## src/sv/hamming_disparity_search_unit_macros.svh

```systemverilog
// assertion macros for the hamming disparity search unit
// each macro expands to a concurrent assertion in simulation and to nothing in synthesis
`ifndef HAMMING_DISPARITY_SEARCH_UNIT_MACROS_SVH
`define HAMMING_DISPARITY_SEARCH_UNIT_MACROS_SVH
`ifndef SYNTHESIS
`define HDSU_ASSERT_SAME(lbl, clk, rst_n, ante, cons) \
    lbl: assert property (@(posedge clk) disable iff (!rst_n) (ante) |-> (cons)) \
        else $error("hdsu assertion failed");
`define HDSU_ASSERT_NEXT(lbl, clk, rst_n, ante, cons) \
    lbl: assert property (@(posedge clk) disable iff (!rst_n) (ante) |=> (cons)) \
        else $error("hdsu assertion failed");
`else
`define HDSU_ASSERT_SAME(lbl, clk, rst_n, ante, cons)
`define HDSU_ASSERT_NEXT(lbl, clk, rst_n, ante, cons)
`endif
`endif

```

## src/sv/hdsu_pkg.sv

```systemverilog
// shared types, widths and helpers for the hamming disparity search unit
// no dependencies
`timescale 1ns / 1ps

package hdsu_pkg;

    localparam int DESC_W  = 64;
    localparam int DIFF_W  = 7;
    localparam int LIMIT_W = 9;
    localparam int MATCH_W = 8;
    localparam int LEV_W   = 7;
    localparam int SCALE_W = 8;
    localparam int CFG_IDX_W = 2;
    localparam int CFG_DAT_W = 8;
    localparam int OUT_W   = 8;

    localparam logic [CFG_IDX_W-1:0] REG_LEVELS = 2'd0;
    localparam logic [CFG_IDX_W-1:0] REG_SCALE  = 2'd1;

    typedef struct packed {
        logic               valid;
        logic [DESC_W-1:0]  ldesc;
        logic [DESC_W-1:0]  emask;
        logic [LIMIT_W-1:0] limit;
        logic [DIFF_W-1:0]  min_diff;
        logic [MATCH_W-1:0] match;
    } hdsu_tok_t;

    function automatic logic [DIFF_W-1:0] popcount(input logic [DESC_W-1:0] v);
        logic [DIFF_W-1:0] n;
        n = '0;
        for (int b = 0; b < DESC_W; b++) begin
            n = n + DIFF_W'(v[b]);
        end
        return n;
    endfunction

endpackage

```

## src/sv/hdsu_cell.sv

```systemverilog
// one window cell: holds a right descriptor and scores the passing search request
// depends on hdsu_pkg
`timescale 1ns / 1ps

module hdsu_cell
    import hdsu_pkg::*;
#(
    parameter int IDX = 0
) (
    input  logic              aclk,
    input  logic              aresetn,
    input  logic              shift_en,
    input  logic [DESC_W-1:0] desc_in,
    output logic [DESC_W-1:0] desc_out,
    input  hdsu_tok_t         tok_in,
    output hdsu_tok_t         tok_out
);

    logic [DESC_W-1:0] desc_reg;
    hdsu_tok_t         tok_reg;
    hdsu_tok_t         tok_next;
    logic [DIFF_W-1:0] diff;
    logic              hit;

    always_comb begin
        diff = popcount((tok_in.ldesc ^ desc_reg) & tok_in.emask);
        hit  = (LIMIT_W'(IDX) < tok_in.limit) && (diff < tok_in.min_diff);
        tok_next = tok_in;
        if (hit) begin
            tok_next.min_diff = diff;
            tok_next.match    = MATCH_W'(IDX);
        end
    end

    always_ff @(posedge aclk) begin
        if (shift_en) begin
            desc_reg <= desc_in;
        end
    end

    always_ff @(posedge aclk) begin
        if (!aresetn) begin
            tok_reg.valid <= 1'b0;
        end else begin
            tok_reg <= tok_next;
        end
    end

    assign desc_out = desc_reg;
    assign tok_out  = tok_reg;

endmodule

```

## config.mk

```make
export PLATFORM = sky130hd
export DESIGN_NAME = hdsu_cell
export DESIGN_NICKNAME = d
export VERILOG_FILES = /design/src/sv/hamming_disparity_search_unit_macros.svh /design/src/sv/hdsu_pkg.sv /design/src/sv/hdsu_cell.sv
export SDC_FILE = /design/constraint.sdc
export NUM_CORES = 1
export LEC_CHECK = 0
export BUFFER_PORTS_ARGS = -buffer_cell sky130_fd_sc_hd__buf_2
export CAP_MARGIN = 0
export CORE_AREA = 2 2 171 173
export DETAILED_ROUTE_END_ITERATION = 8
export DIE_AREA = 0 0 173 175
export GPL_TIMING_DRIVEN = 1
export PLACE_DENSITY = 0.64
export SYNTH_ARGS = -nofsm -noshare
export SYNTH_HDL_FRONTEND = slang
export SYNTH_SLANG_ARGS = --single-unit
```

## constraint.sdc

```tcl
create_clock -name aclk -period 12.8 [get_ports aclk]
set_clock_uncertainty 0.2 [all_clocks]
set_input_delay 2.56 -clock aclk [delete_from_list [all_inputs] [get_ports aclk]]
set_output_delay 2.56 -clock aclk [all_outputs]
set_load 0.005 [all_outputs]
```

# After elaboration in Yosys (flattened, before gate mapping)

Cells that the tools add are included.

Add/sub/neg operators: 63
Order comparisons: 2
Muxes and demuxes: 1
Bitwise logic cells: 2
Reductions and logical operators: 1

Operators with widths:

| operator                                                  | count |
|---|---|
| adder 7 x 1 -> 7 bit                                      | 57 |
| AND 64 bit                                                | 1 |
| bitwise XOR 64 bit                                        | 1 |
| two-way mux 15 bit                                        | 1 |
| less-than comparator 1 x 9 -> 1 bit, first input constant | 1 |
| adder 6 x 1 -> 7 bit                                      | 1 |
| less-than comparator 7 bit                                | 1 |
| adder 5 x 1 -> 6 bit                                      | 1 |
| adder 4 x 1 -> 5 bit                                      | 1 |
| adder 3 x 1 -> 4 bit                                      | 1 |
| adder 2 x 1 -> 3 bit                                      | 1 |
| adder 1 x 1 -> 2 bit                                      | 1 |
| logical AND 1 bit                                         | 1 |

Register bits after elaboration: 217
Input bits: 220
Output and inout bits: 217
Logic and storage cells: 76

# Depth between registers and ports, before layout

Gate-level depths: netlist (run 1).

Word-level depth: 68
Gate-level depth with buffers: 29
Gate-level depth less buffers: 28

# Least setup slack after synthesis (run 1)

Ideal clock, no wire load.

Path type: input to register
From: input port tok_in[117] (netlist bit)
To: register tok_reg (netlist bit tok_out[12]) (data pin)
Arrival: 9.512 ns
Required time: 12.340 ns
Path slack: 2.827 ns
Stages: 27
Path buffers: 1
Cells stage by stage: xor2_1 and2_1 fa_1 inv_1 fa_1 fa_1 inv_1 fa_1 inv_1 fa_1 fa_1 fa_1 inv_1 fa_1 ha_1 fa_1 a21o_1 a21oi_1 o21bai_1 a21o_1 ha_1 a21oi_1 o21ai_0 a31oi_1 o21ai_2 buf_6 mux2_4

RTL lines:

| element                | RTL line        | text |
|---|---|---|
| start: declaration     | hdsu_cell.sv:15 | `input hdsu_tok_t tok_in,` |
| end signal: assignment | hdsu_cell.sv:45 | `tok_reg <= tok_next;` |
| end: declaration       | hdsu_cell.sv:20 | `hdsu_tok_t tok_reg;` |

==> flow_metrics.env, run 1 <==
export IMPL_status="finished, final reports clean"
export IMPL_drtIter0Drc=187
export IMPL_vias=5758
export IMPL_start_util_pct=32.6
export IMPL_r2r_start="desc_out[29]$_DFFE_PP_"
export IMPL_routed_via_density=4.17
export IMPL_synth_top_area_share_pct=70.1
export IMPL_final_util_pct=44.8
export IMPL_p_seq_share_pct=21.5
export IMPL_syn_area_sq_um=9260
export IMPL_required_ns=12.86
export IMPL_vdd_drop_max_v=0.000500
export IMPL_rsz0062_at_grt="no"
export IMPL_path_class="in -> reg"
export IMPL_setup_violations=0
export IMPL_remaining_drc_errors=0
export IMPL_max_slew_worst_pin_slew_ns=1.03
export IMPL_synth_fp_nets=814
export IMPL_clkLatencyLatePin_ns=0.51
export IMPL_antenna_found_initial=1
export IMPL_core_area_sq_um=28400
export IMPL_slowest_delay_ns=0.55
export IMPL_clkSlewWorstSetupHoldPaths_ns=0.06
export IMPL_gp_congestion=0.795
export IMPL_ant_nets=0
export IMPL_grt_pass1_wl_microns=34800
export IMPL_overflow=0
export IMPL_slowest_stage="fa_1"
export IMPL_cp_end_kind="flop"
export IMPL_htreeDepth=1
export IMPL_synth_seq_area_share_pct=70.3
export IMPL_placed_area_sq_um=11900
export IMPL_hpwl_microns=18700
export IMPL_cts_made_buffers=24
export IMPL_slew_headroom_pct=31.6
export IMPL_fp_dieH_microns=175
export IMPL_pwr_density_cell_nw_per_um2=390
export IMPL_num_io_pins=437
export IMPL_cts_hold_buf=0
export IMPL_ctsLongestPathBuffers=3
export IMPL_cts_tree="built"
export IMPL_synthCells=519
export IMPL_grt_max_degree=83
export IMPL_rr_worst_depth=26
export IMPL_synth_cell_types=26
export IMPL_ys_ff_latch=217
export IMPL_final_hold_viol_count=0
export IMPL_switching_power_mw=1.91
export IMPL_cp_arrival_ns=10.11
export IMPL_min_path_type="reg -> reg"
export IMPL_clock_power_share_pct=13.8
export IMPL_fin_crit_ns=10.05
export IMPL_rr_endpoint="tok_out[13]$_DFFE_PP_"
export IMPL_cp_endpoint="tok_out[13]$_DFFE_PP_"
export IMPL_rows=62
export IMPL_grt_pass1_vias=6197
export IMPL_yosysWarnings=0
export IMPL_cts_sinks=217
export IMPL_intPower_mw=3.05
export IMPL_cts_setup_buffers=0
export IMPL_startpoint_type="input port"
export IMPL_numPortBuffers=436
export IMPL_syn_avg_cell_area_sq_um=17.8
export IMPL_yosys_area_top_type="edfxtp_1"
export IMPL_p_leak_nw=5.75
export IMPL_setup_tns_ns=0
export IMPL_die_area_sq_um=30300
export IMPL_cpMostUsedCell="fa_1"
export IMPL_n_fill_cell=2624
export IMPL_routed_wl_microns=23700
export IMPL_area_delta_synth_final_pct=37.3
export IMPL_crit_fanout=15
export IMPL_cts_resized=0
export IMPL_cts_root_buf="clkbuf_16"
export IMPL_layout_nets=1277
export IMPL_min_period_over_period_pct=78.5
export IMPL_wl_per_cell_microns=17.1
export IMPL_power_frac_comb_pct=64.7
export IMPL_slew_viol_final=0
export IMPL_rrSetupSlack_ns=4.46
export IMPL_drv_cap=0
export IMPL_final_area_sq_um=12700
export IMPL_clock_fmax_mhz=99.5
export IMPL_first_pass_iters=4
export IMPL_die_width_microns=173
export IMPL_switching_share_pct=38.4
export IMPL_crit_start="tok_in[117]"
export IMPL_grt_usage_pct=15.1
export IMPL_layout_drive_gt1_share_pct=49.0
export IMPL_synth_area_top_cells="edfxtp_1, fa_1, xor2_1, ha_1, inv_1"
-- per-layer routing --
metal	vias up	share of wire (%)	track usage, %	wire length, microns
li1	2722	-	-	-
met1	2722	38	17.6	8960
met2	276	51	26.5	12000
met3	38	8.9	4.96	2100
met4	0	2.4	4.80	579
met5	-	0	0	0
-- metrics by stage --
step                worst slack [ns]  std cells  hold WS [ns]  power, mW
CTS                             2.67       1381         0.856       5.08
global placement                2.25       1340         0.855       4.32
global route                    2.41       1382         0.913       5.53
finish                          2.75       1382         0.853       4.96
floorplan                       2.83        519         0.750       3.72
detailed placement              2.13       1340         0.834       4.37
-- registers in the layout, summed over array words and instances, names as in the netlist --
signal,cells
tok_out,153
desc_out,64
-- power groups by stage --
stage               combinational (mW)  clock, mW  sequential, mW
floorplan                         2.62          0            1.09
global placement                  3.24          0            1.08
detailed placement                3.29          0            1.08
CTS                               3.32      0.701            1.07
global route                      3.73      0.728            1.07
finish                            3.21      0.683            1.07
-- worst min-delay path by stage --
| stage | startpoint | endpoint | cells after the start |
|---|---|---|---|
| 2_1_floorplan | desc_out[2]$_DFFE_PP_ | tok_out[8]$_DFFE_PP_ | 4 |
| 3_3_place_gp | desc_out[2]$_DFFE_PP_ | tok_out[8]$_DFFE_PP_ | 4 |
| 3_5_place_dp | desc_out[2]$_DFFE_PP_ | tok_out[8]$_DFFE_PP_ | 4 |
| 4_1_cts | desc_out[2]$_DFFE_PP_ | tok_out[8]$_DFFE_PP_ | 4 |
| 5_1_grt | desc_out[2]$_DFFE_PP_ | tok_out[8]$_DFFE_PP_ | 4 |
| 6_report | desc_out[2]$_DFFE_PP_ | tok_out[8]$_DFFE_PP_ | 4 |
-- layout make-up --
class	instances	area (sq um)	area share, %
inverters	55	206	1.62
clock inverters	12	138	1.08
clock buffers	29	641	5.04
well taps	384	480	3.78
multi-input cells	246	2530	19.9
flip-flops and latches	217	6510	51.2
repair buffers	438	2200	17.3
diodes	1	2.50	0.0197
-- worst max-delay path, delay by kind of cell --
family,cells,cell delay [ns]
AO/OA/AOI/OAI,8,1.43
XOR/XNOR,1,0.14
adder cells (fa/ha/maj),11,5.10
buffers and inverters,5,0.35
multiplexers,1,0.35
AND/OR/NAND/NOR,1,0.17
-- synthesized netlist by cell type --
master    count
fa_1         54
mux2_2        5
nand2_1      41
xor2_1       65
nor3_1        1
a31oi_1       1
inv_1        55
edfxtp_1    216
xnor2_1       3
a21o_1        4
dfxtp_1       1
nand4_1       1
nor4_1        1
o21ai_2       1
and2_1       25
ha_1         21
a211oi_1      1
o21bai_1      2
a21oi_1       5
and2_2        8
buf_6         1
mux2_4        2
nand2b_1      1
o21ai_0       2
nor2_1        1
a21oi_2       1
-- kinds of logic after synthesis --
family / count (synthesis) / synth area share (%)
AO/OA/AOI/OAI: 17 / 1.20
XOR/XNOR: 68 / 6.43
adder cells (fa/ha/maj): 75 / 14.5
buffers and inverters: 56 / 2.35
flip-flops: 217 / 70.3
multiplexers: 7 / 0.932
AND/OR/NAND/NOR: 79 / 4.30
-- cell usage in the layout (no fill, tap or decap), drive strengths merged --
cell,count
a211oi,1
a21o,4
a21oi,6
a31oi,1
and2,33
buf,438
bufinv,3
clkbuf,29
clkinv,8
clkinvlp,1
dfxtp,1
diode,1
edfxtp,216
fa,54
ha,21
inv,55
mux2,7
nand2,41
nand2b,1
nand4,1
nor2,1
nor3,1
nor4,1
o21ai,3
o21bai,2
xnor2,3
xor2,65
Note: power is estimated with default switching activity, not from simulation.
==> run 2, diff against run 1 <==
--- a/config.mk
+++ b/config.mk
@@ -5,13 +5,14 @@
 export SDC_FILE = /design/constraint.sdc
 export NUM_CORES = 1
 export LEC_CHECK = 0
+export ABC_AREA = 1
 export BUFFER_PORTS_ARGS = -buffer_cell sky130_fd_sc_hd__buf_2
 export CAP_MARGIN = 0
-export CORE_AREA = 2 2 171 173
+export CORE_AREA = 2 2 168 170
 export DETAILED_ROUTE_END_ITERATION = 8
-export DIE_AREA = 0 0 173 175
+export DIE_AREA = 0 0 170 172
 export GPL_TIMING_DRIVEN = 1
-export PLACE_DENSITY = 0.64
+export PLACE_DENSITY = 0.66
 export SYNTH_ARGS = -nofsm -noshare
 export SYNTH_HDL_FRONTEND = slang
 export SYNTH_SLANG_ARGS = --single-unit
==> constraint.sdc (replaced) <==
create_clock -name aclk -period 10.3 [get_ports aclk]
set_clock_uncertainty 0.2 [all_clocks]
set_input_delay 2.06 -clock aclk [delete_from_list [all_inputs] [get_ports aclk]]
set_output_delay 2.06 -clock aclk [all_outputs]
set_load 0.005 [all_outputs]
==> run 2 against run 1 <==
Hold slack worse by 0.11 ns. Register-to-register slack worse by 1.7 ns. First-iteration DRC count increased by 10%. Largest cell class unchanged. Flip-flop and latch count is the same. Utilization grew 1.6 points. Critical path type unchanged. Critical path depth is 1 lower. Setup slack worse by 1.2 ns. Routed wire length rose by 7.1%. Die area fell by 3.4%.
==> flow_metrics.env, run 2 <==
export IMPL_status="finished, final reports clean"
export IMPL_cts_root_buf="clkbuf_16"
export IMPL_slew_headroom_pct=33.3
export IMPL_routed_via_density=4.38
export IMPL_grt_usage_pct=16.4
export IMPL_clkLatencyLatePin_ns=0.53
export IMPL_cts_hold_buf=0
export IMPL_synth_top_area_share_pct=68.9
export IMPL_cp_arrival_ns=8.80
export IMPL_antenna_found_initial=4
export IMPL_wl_per_cell_microns=17.6
export IMPL_layout_drive_gt1_share_pct=45.2
export IMPL_required_ns=10.37
export IMPL_layout_nets=1374
export IMPL_rr_worst_depth=25
export IMPL_synth_seq_area_share_pct=69.1
export IMPL_htreeDepth=1
export IMPL_synth_edf_count=216
export IMPL_cpMostUsedCell="fa_1"
export IMPL_startpoint_type="input port"
export IMPL_num_io_pins=437
export IMPL_hpwl_microns=20100
export IMPL_ys_flop_type="edfxtp_1"
export IMPL_setup_tns_ns=0
export IMPL_hold_start="desc_out[2]$_DFFE_PP_"
export IMPL_synth_most_common_cell="edfxtp_1"
export IMPL_grt_pass1_vias=6505
export IMPL_ant_nets=0
export IMPL_syn_area_sq_um=9420
export IMPL_synthCells=617
export IMPL_cts_tree="built"
export IMPL_routed_wl_microns=25400
export IMPL_vias=6331
export IMPL_ctsLongestPathBuffers=3
export IMPL_cts_resized=0
export IMPL_min_period_over_period_pct=84.8
export IMPL_min_path_type="reg -> reg"
export IMPL_regArea_sq_um=6510
export IMPL_grt_max_degree=79
export IMPL_synth_area_top_cells="edfxtp_1, fa_1, nand2_1, xor2_1, ha_1"
export IMPL_n_fill_cell=2535
export IMPL_ys_ff_latch=217
export IMPL_drv_cap=0
export IMPL_crit_start="tok_in[105]"
export IMPL_slowest_delay_ns=0.55
export IMPL_setup_violations=0
export IMPL_cts_setup_buffers=0
export IMPL_max_slew_worst_pin_slew_ns=1.00
export IMPL_async_flop_share_pct=0
export IMPL_syn_avg_cell_area_sq_um=15.3
export IMPL_cts_made_buffers=24
export IMPL_cp_end_kind="flop"
export IMPL_remaining_drc_errors=0
export IMPL_drtIter0Drc=206
export IMPL_gp_congestion=0.853
export IMPL_synth_fp_nets=912
export IMPL_slowest_stage="fa_1"
export IMPL_overflow=0
export IMPL_clkSlewWorstSetupHoldPaths_ns=0.05
export IMPL_path_class="in -> reg"
export IMPL_rsz0062_at_grt="no"
export IMPL_die_area_sq_um=29200
export IMPL_numPortBuffers=436
export IMPL_clock_fmax_mhz=114
export IMPL_synth_cell_types=21
export IMPL_final_common_cell="buf_2"
export IMPL_fin_crit_ns=8.74
export IMPL_core_area_sq_um=27500
export IMPL_yosysWarnings=0
export IMPL_hold_depth=5
export IMPL_first_pass_iters=4
export IMPL_start_util_pct=34.3
export IMPL_final_hold_viol_count=0
export IMPL_rows=61
export IMPL_cts_sinks=217
export IMPL_largest_reg_flops=153
export IMPL_fp_dieH_microns=172
export IMPL_yosys_area_top_type="edfxtp_1"
export IMPL_die_width_microns=170
export IMPL_multiInputGateArea_sq_um=2620
export IMPL_slew_viol_final=0
export IMPL_grt_pass1_wl_microns=35800
export IMPL_crit_fanout=15
export IMPL_area_delta_synth_final_pct=35.4
export IMPL_synthTopCellsByCount="edfxtp_1, nand2_1, inv_1"
export IMPL_final_cell_mix="buf_2, edfxtp_1, nand2_1"
export IMPL_r2r_start="desc_out[17]$_DFFE_PP_"
run 2: through the flow:
| step | std cells | hold WS, ns | cell area, sq um | util, % | setup WS, ns |
|---|---|---|---|---|---|
| final | 1444 | 0.745 | 12700 | 46.4 | 1.56 |
| after global routing | 1442 | 0.823 | 12700 | 46.4 | 1.21 |
| after CTS | 1440 | 0.764 | 12700 | 46.4 | 1.47 |
| after detailed placement | 1399 | 0.748 | 12000 | 43.8 | 0.976 |
| after global placement | 1399 | 0.774 | 12000 | 43.8 | 1.02 |
| after floorplan | 617 | 0.623 | 9420 | - | 1.50 |
run 2: final cells by class:
cell class	instances	share of cell area, %
Clock inverter	10	0.658
Timing Repair Buffer	437	17.2
Inverter	72	2.12
Sequential cell	217	51.0
Multi-Input combinational cell	327	20.6
Clock buffer	31	4.92
Tap cell	346	3.40
Antenna cell	4	0.0785
run 2: cells by family (layout without fill, tap and decap cells):
kind of cell / count (synthesis) / in the layout / synth area share [%]
buf+inv: 73 / 550 / 3.08
other cells: 0 / 4 / 0
flops: 217 / 217 / 69.1
fa+ha+maj: 75 / 75 / 14.3
compound gates: 5 / 5 / 0.385
xor+xnor: 43 / 43 / 4.00
simple gates: 204 / 204 / 9.17
run 2: worst paths after layout:
path | to | slack (ns)
setup / recovery | tok_out[8]$_DFFE_PP_ | 1.56
hold / removal | tok_out[8]$_DFFE_PP_ | 0.74
setup reg to reg | tok_out[8]$_DFFE_PP_ | 2.75
hold reg to reg | tok_out[8]$_DFFE_PP_ | 0.74
run 2: layer usage:
layer  GRT usage (%)  routed length (microns)  up-vias
met5               0                       13        -
met4            4.35                      619        2
met3            4.81                     2130       33
met2            30.6                    13200      289
met1            18.3                     9340     3014
li1                -                        -     2993
run 2: critical path: cells and delay by family:
kind | cells | cell delay [ns]
adder cells (fa/ha/maj) | 11 | 5.09
AND/OR/NAND/NOR | 8 | 0.83
XOR/XNOR | 2 | 0.39
buffers and inverters | 4 | 0.28
AO/OA/AOI/OAI | 1 | 0.18
Power of run 2 is left out: the tool's default activity adds up to more than one toggle a clock period on the data nets, which glitch-free logic cannot reach.
==> run 3, diff against run 2 <==
==> constraint.sdc (replaced) <==
create_clock -name aclk -period 9.1 [get_ports aclk]
set_clock_uncertainty 0.2 [all_clocks]
set_input_delay 1.82 -clock aclk [delete_from_list [all_inputs] [get_ports aclk]]
set_output_delay 1.82 -clock aclk [all_outputs]
set_load 0.005 [all_outputs]
==> run 3 against run 2 <==
Via count down 0.66%. Cell area is essentially flat. Routed wire length decreased by 0.74%. Utilization is essentially flat. Register-to-register slack worse by 1.2 ns. First-iteration DRC count is 6.8% higher. Critical path depth grew 1. Die area unchanged. Global-route usage rose by 0.10 points. Setup slack worse by 0.99 ns. Count of clock-buffer cells in the layout up 3.
==> flow_metrics.env, run 3 (same netlist as run 2, synthesis figures left out) <==
export IMPL_status="finished, final reports clean"
export IMPL_setup_tns_ns=0
export IMPL_overflow=0
export IMPL_clock_fmax_mhz=117
export IMPL_fp_dieH_microns=172
export IMPL_drv_cap=0
export IMPL_first_pass_iters=4
export IMPL_grt_usage_pct=16.5
export IMPL_setup_violations=0
export IMPL_min_path_type="reg -> reg"
export IMPL_cts_setup_buffers=0
export IMPL_crit_fanout=15
export IMPL_required_ns=9.17
export IMPL_slew_headroom_pct=33.6
export IMPL_slowest_stage="fa_1"
export IMPL_routed_via_density=4.36
export IMPL_layout_nets=1374
export IMPL_rsz0062_at_grt="no"
export IMPL_antenna_found_initial=3
export IMPL_cts_root_buf="clkbuf_16"
export IMPL_final_cell_mix="buf_2, edfxtp_1, nand2_1"
export IMPL_remaining_drc_errors=0
export IMPL_crit_family="adder cells"
export IMPL_cts_made_buffers=24
export IMPL_num_io_pins=437
export IMPL_grt_pass1_wl_microns=36100
export IMPL_rr_worst_depth=26
export IMPL_final_util_pct=46.4
export IMPL_start_util_pct=34.3
export IMPL_layout_drive_gt1_share_pct=45.3
export IMPL_fin_crit_ns=8.53
export IMPL_max_slew_worst_pin_slew_ns=0.996
export IMPL_r2r_start="desc_out[17]$_DFFE_PP_"
export IMPL_cts_sinks=217
export IMPL_grt_max_degree=83
export IMPL_startpoint_type="input port"
export IMPL_hpwl_microns=20100
export IMPL_htreeDepth=1
export IMPL_cp_endpoint="tok_out[14]$_DFFE_PP_"
export IMPL_cp_end_kind="flop"
export IMPL_clkSlewWorstSetupHoldPaths_ns=0.05
export IMPL_ctsLongestPathBuffers=3
export IMPL_cts_hold_buf=0
export IMPL_ant_nets=0
export IMPL_crit_start="tok_in[105]"
export IMPL_area_delta_synth_final_pct=35.3
export IMPL_cp_depth=27
export IMPL_clkLatencyLatePin_ns=0.53
export IMPL_rrSetupSlack_ns=1.53
export IMPL_slowest_delay_ns=0.56
export IMPL_cpMostUsedCell="fa_1"
export IMPL_numPortBuffers=436
export IMPL_final_common_cell="buf_2"
export IMPL_vias=6289
export IMPL_path_class="in -> reg"
export IMPL_die_width_microns=170
export IMPL_grt_pass1_vias=6618
export IMPL_cp_num_buf_inv=5
export IMPL_gp_congestion=0.872
export IMPL_slew_viol_final=0
export IMPL_die_area_sq_um=29200
export IMPL_min_period_over_period_pct=93.8
export IMPL_routed_wl_microns=25200
export IMPL_cts_tree="built"
export IMPL_rr_endpoint="tok_out[14]$_DFFE_PP_"
export IMPL_final_hold_viol_count=0
export IMPL_wl_per_cell_microns=17.4
export IMPL_rows=61
export IMPL_cp_arrival_ns=8.60
export IMPL_cts_resized=0
export IMPL_largest_reg_flops=153
export IMPL_drtIter0Drc=220
export IMPL_core_area_sq_um=27500
[run 3: cell types whose count changed in the layout (fill, tap and decap cells not counted)]
cell,previous run,this run
clkbuf_1,7,9
diode_2,4,2
bufinv_16,1,0
clkbuf_8,0,1
clkinv_1,5,4
clkinv_4,0,1
clkinvlp_4,0,1
inv_6,1,0
[run 3: per-layer routing]
| metal | GRT usage [%] | vias to the layer above | share of wire, % |
|---|---|---|---|
| met5 | 0 | - | 0.052 |
| met4 | 5.05 | 2 | 2.3 |
| met3 | 5.88 | 42 | 9.6 |
| met2 | 30.5 | 296 | 52 |
| met1 | 17.7 | 2961 | 36 |
| li1 | - | 2988 | - |
[run 3: through the flow]
step,instance area (sq um),std cells,hold slack (ns),setup slack [ns]
after CTS,12700,1442,0.766,0.517
after detailed placement,12000,1399,0.752,-0.0218
after global routing,12700,1443,0.828,0.222
after global placement,12000,1399,0.774,0.0656
final,12700,1444,0.754,0.568
after floorplan,9420,617,0.623,0.544
[run 3: worst min path at each step]
stage / cells after the start / startpoint / to / slack (ns)
6_report: 5 / desc_out[2]$_DFFE_PP_ / tok_out[8]$_DFFE_PP_ / 0.75
3_3_place_gp: 5 / desc_out[2]$_DFFE_PP_ / tok_out[8]$_DFFE_PP_ / 0.77
4_1_cts: 5 / desc_out[2]$_DFFE_PP_ / tok_out[8]$_DFFE_PP_ / 0.77
5_1_grt: 5 / desc_out[2]$_DFFE_PP_ / tok_out[8]$_DFFE_PP_ / 0.83
2_1_floorplan: 5 / desc_out[2]$_DFFE_PP_ / tok_out[8]$_DFFE_PP_ / 0.62
3_5_place_dp: 5 / desc_out[2]$_DFFE_PP_ / tok_out[8]$_DFFE_PP_ / 0.75
[run 3: layout make-up]
cell class	instances	area [sq um]
fillers	2534	14700
flip-flops and latches	217	6510
multi-input cells	327	2620
repair buffers	437	2200
clock buffers	34	648
well taps	346	433
inverters	72	270
clock inverters	9	57.6
diodes	2	5.00
[run 3: worst register-to-register path, cell delays in order, from the launching register on]
cell and delay (ns):
edfxtp_1 0.40, xor2_1 0.20, nand2_1 0.10, fa_1 0.54
inv_1 0.06, fa_1 0.53, inv_1 0.05, fa_1 0.56
fa_1 0.48, fa_1 0.54, fa_1 0.52, fa_1 0.54
inv_1 0.06, fa_1 0.48, ha_1 0.24, fa_1 0.40
nand3_1 0.10, nand2_1 0.08, nand3_1 0.07, nand2_1 0.08
ha_1 0.31, nand2_2 0.09, inv_2 0.05, a21oi_4 0.18
nand3_4 0.24, nand2_1 0.12, nand2_1 0.06
Power of run 3 is left out for the same reason.
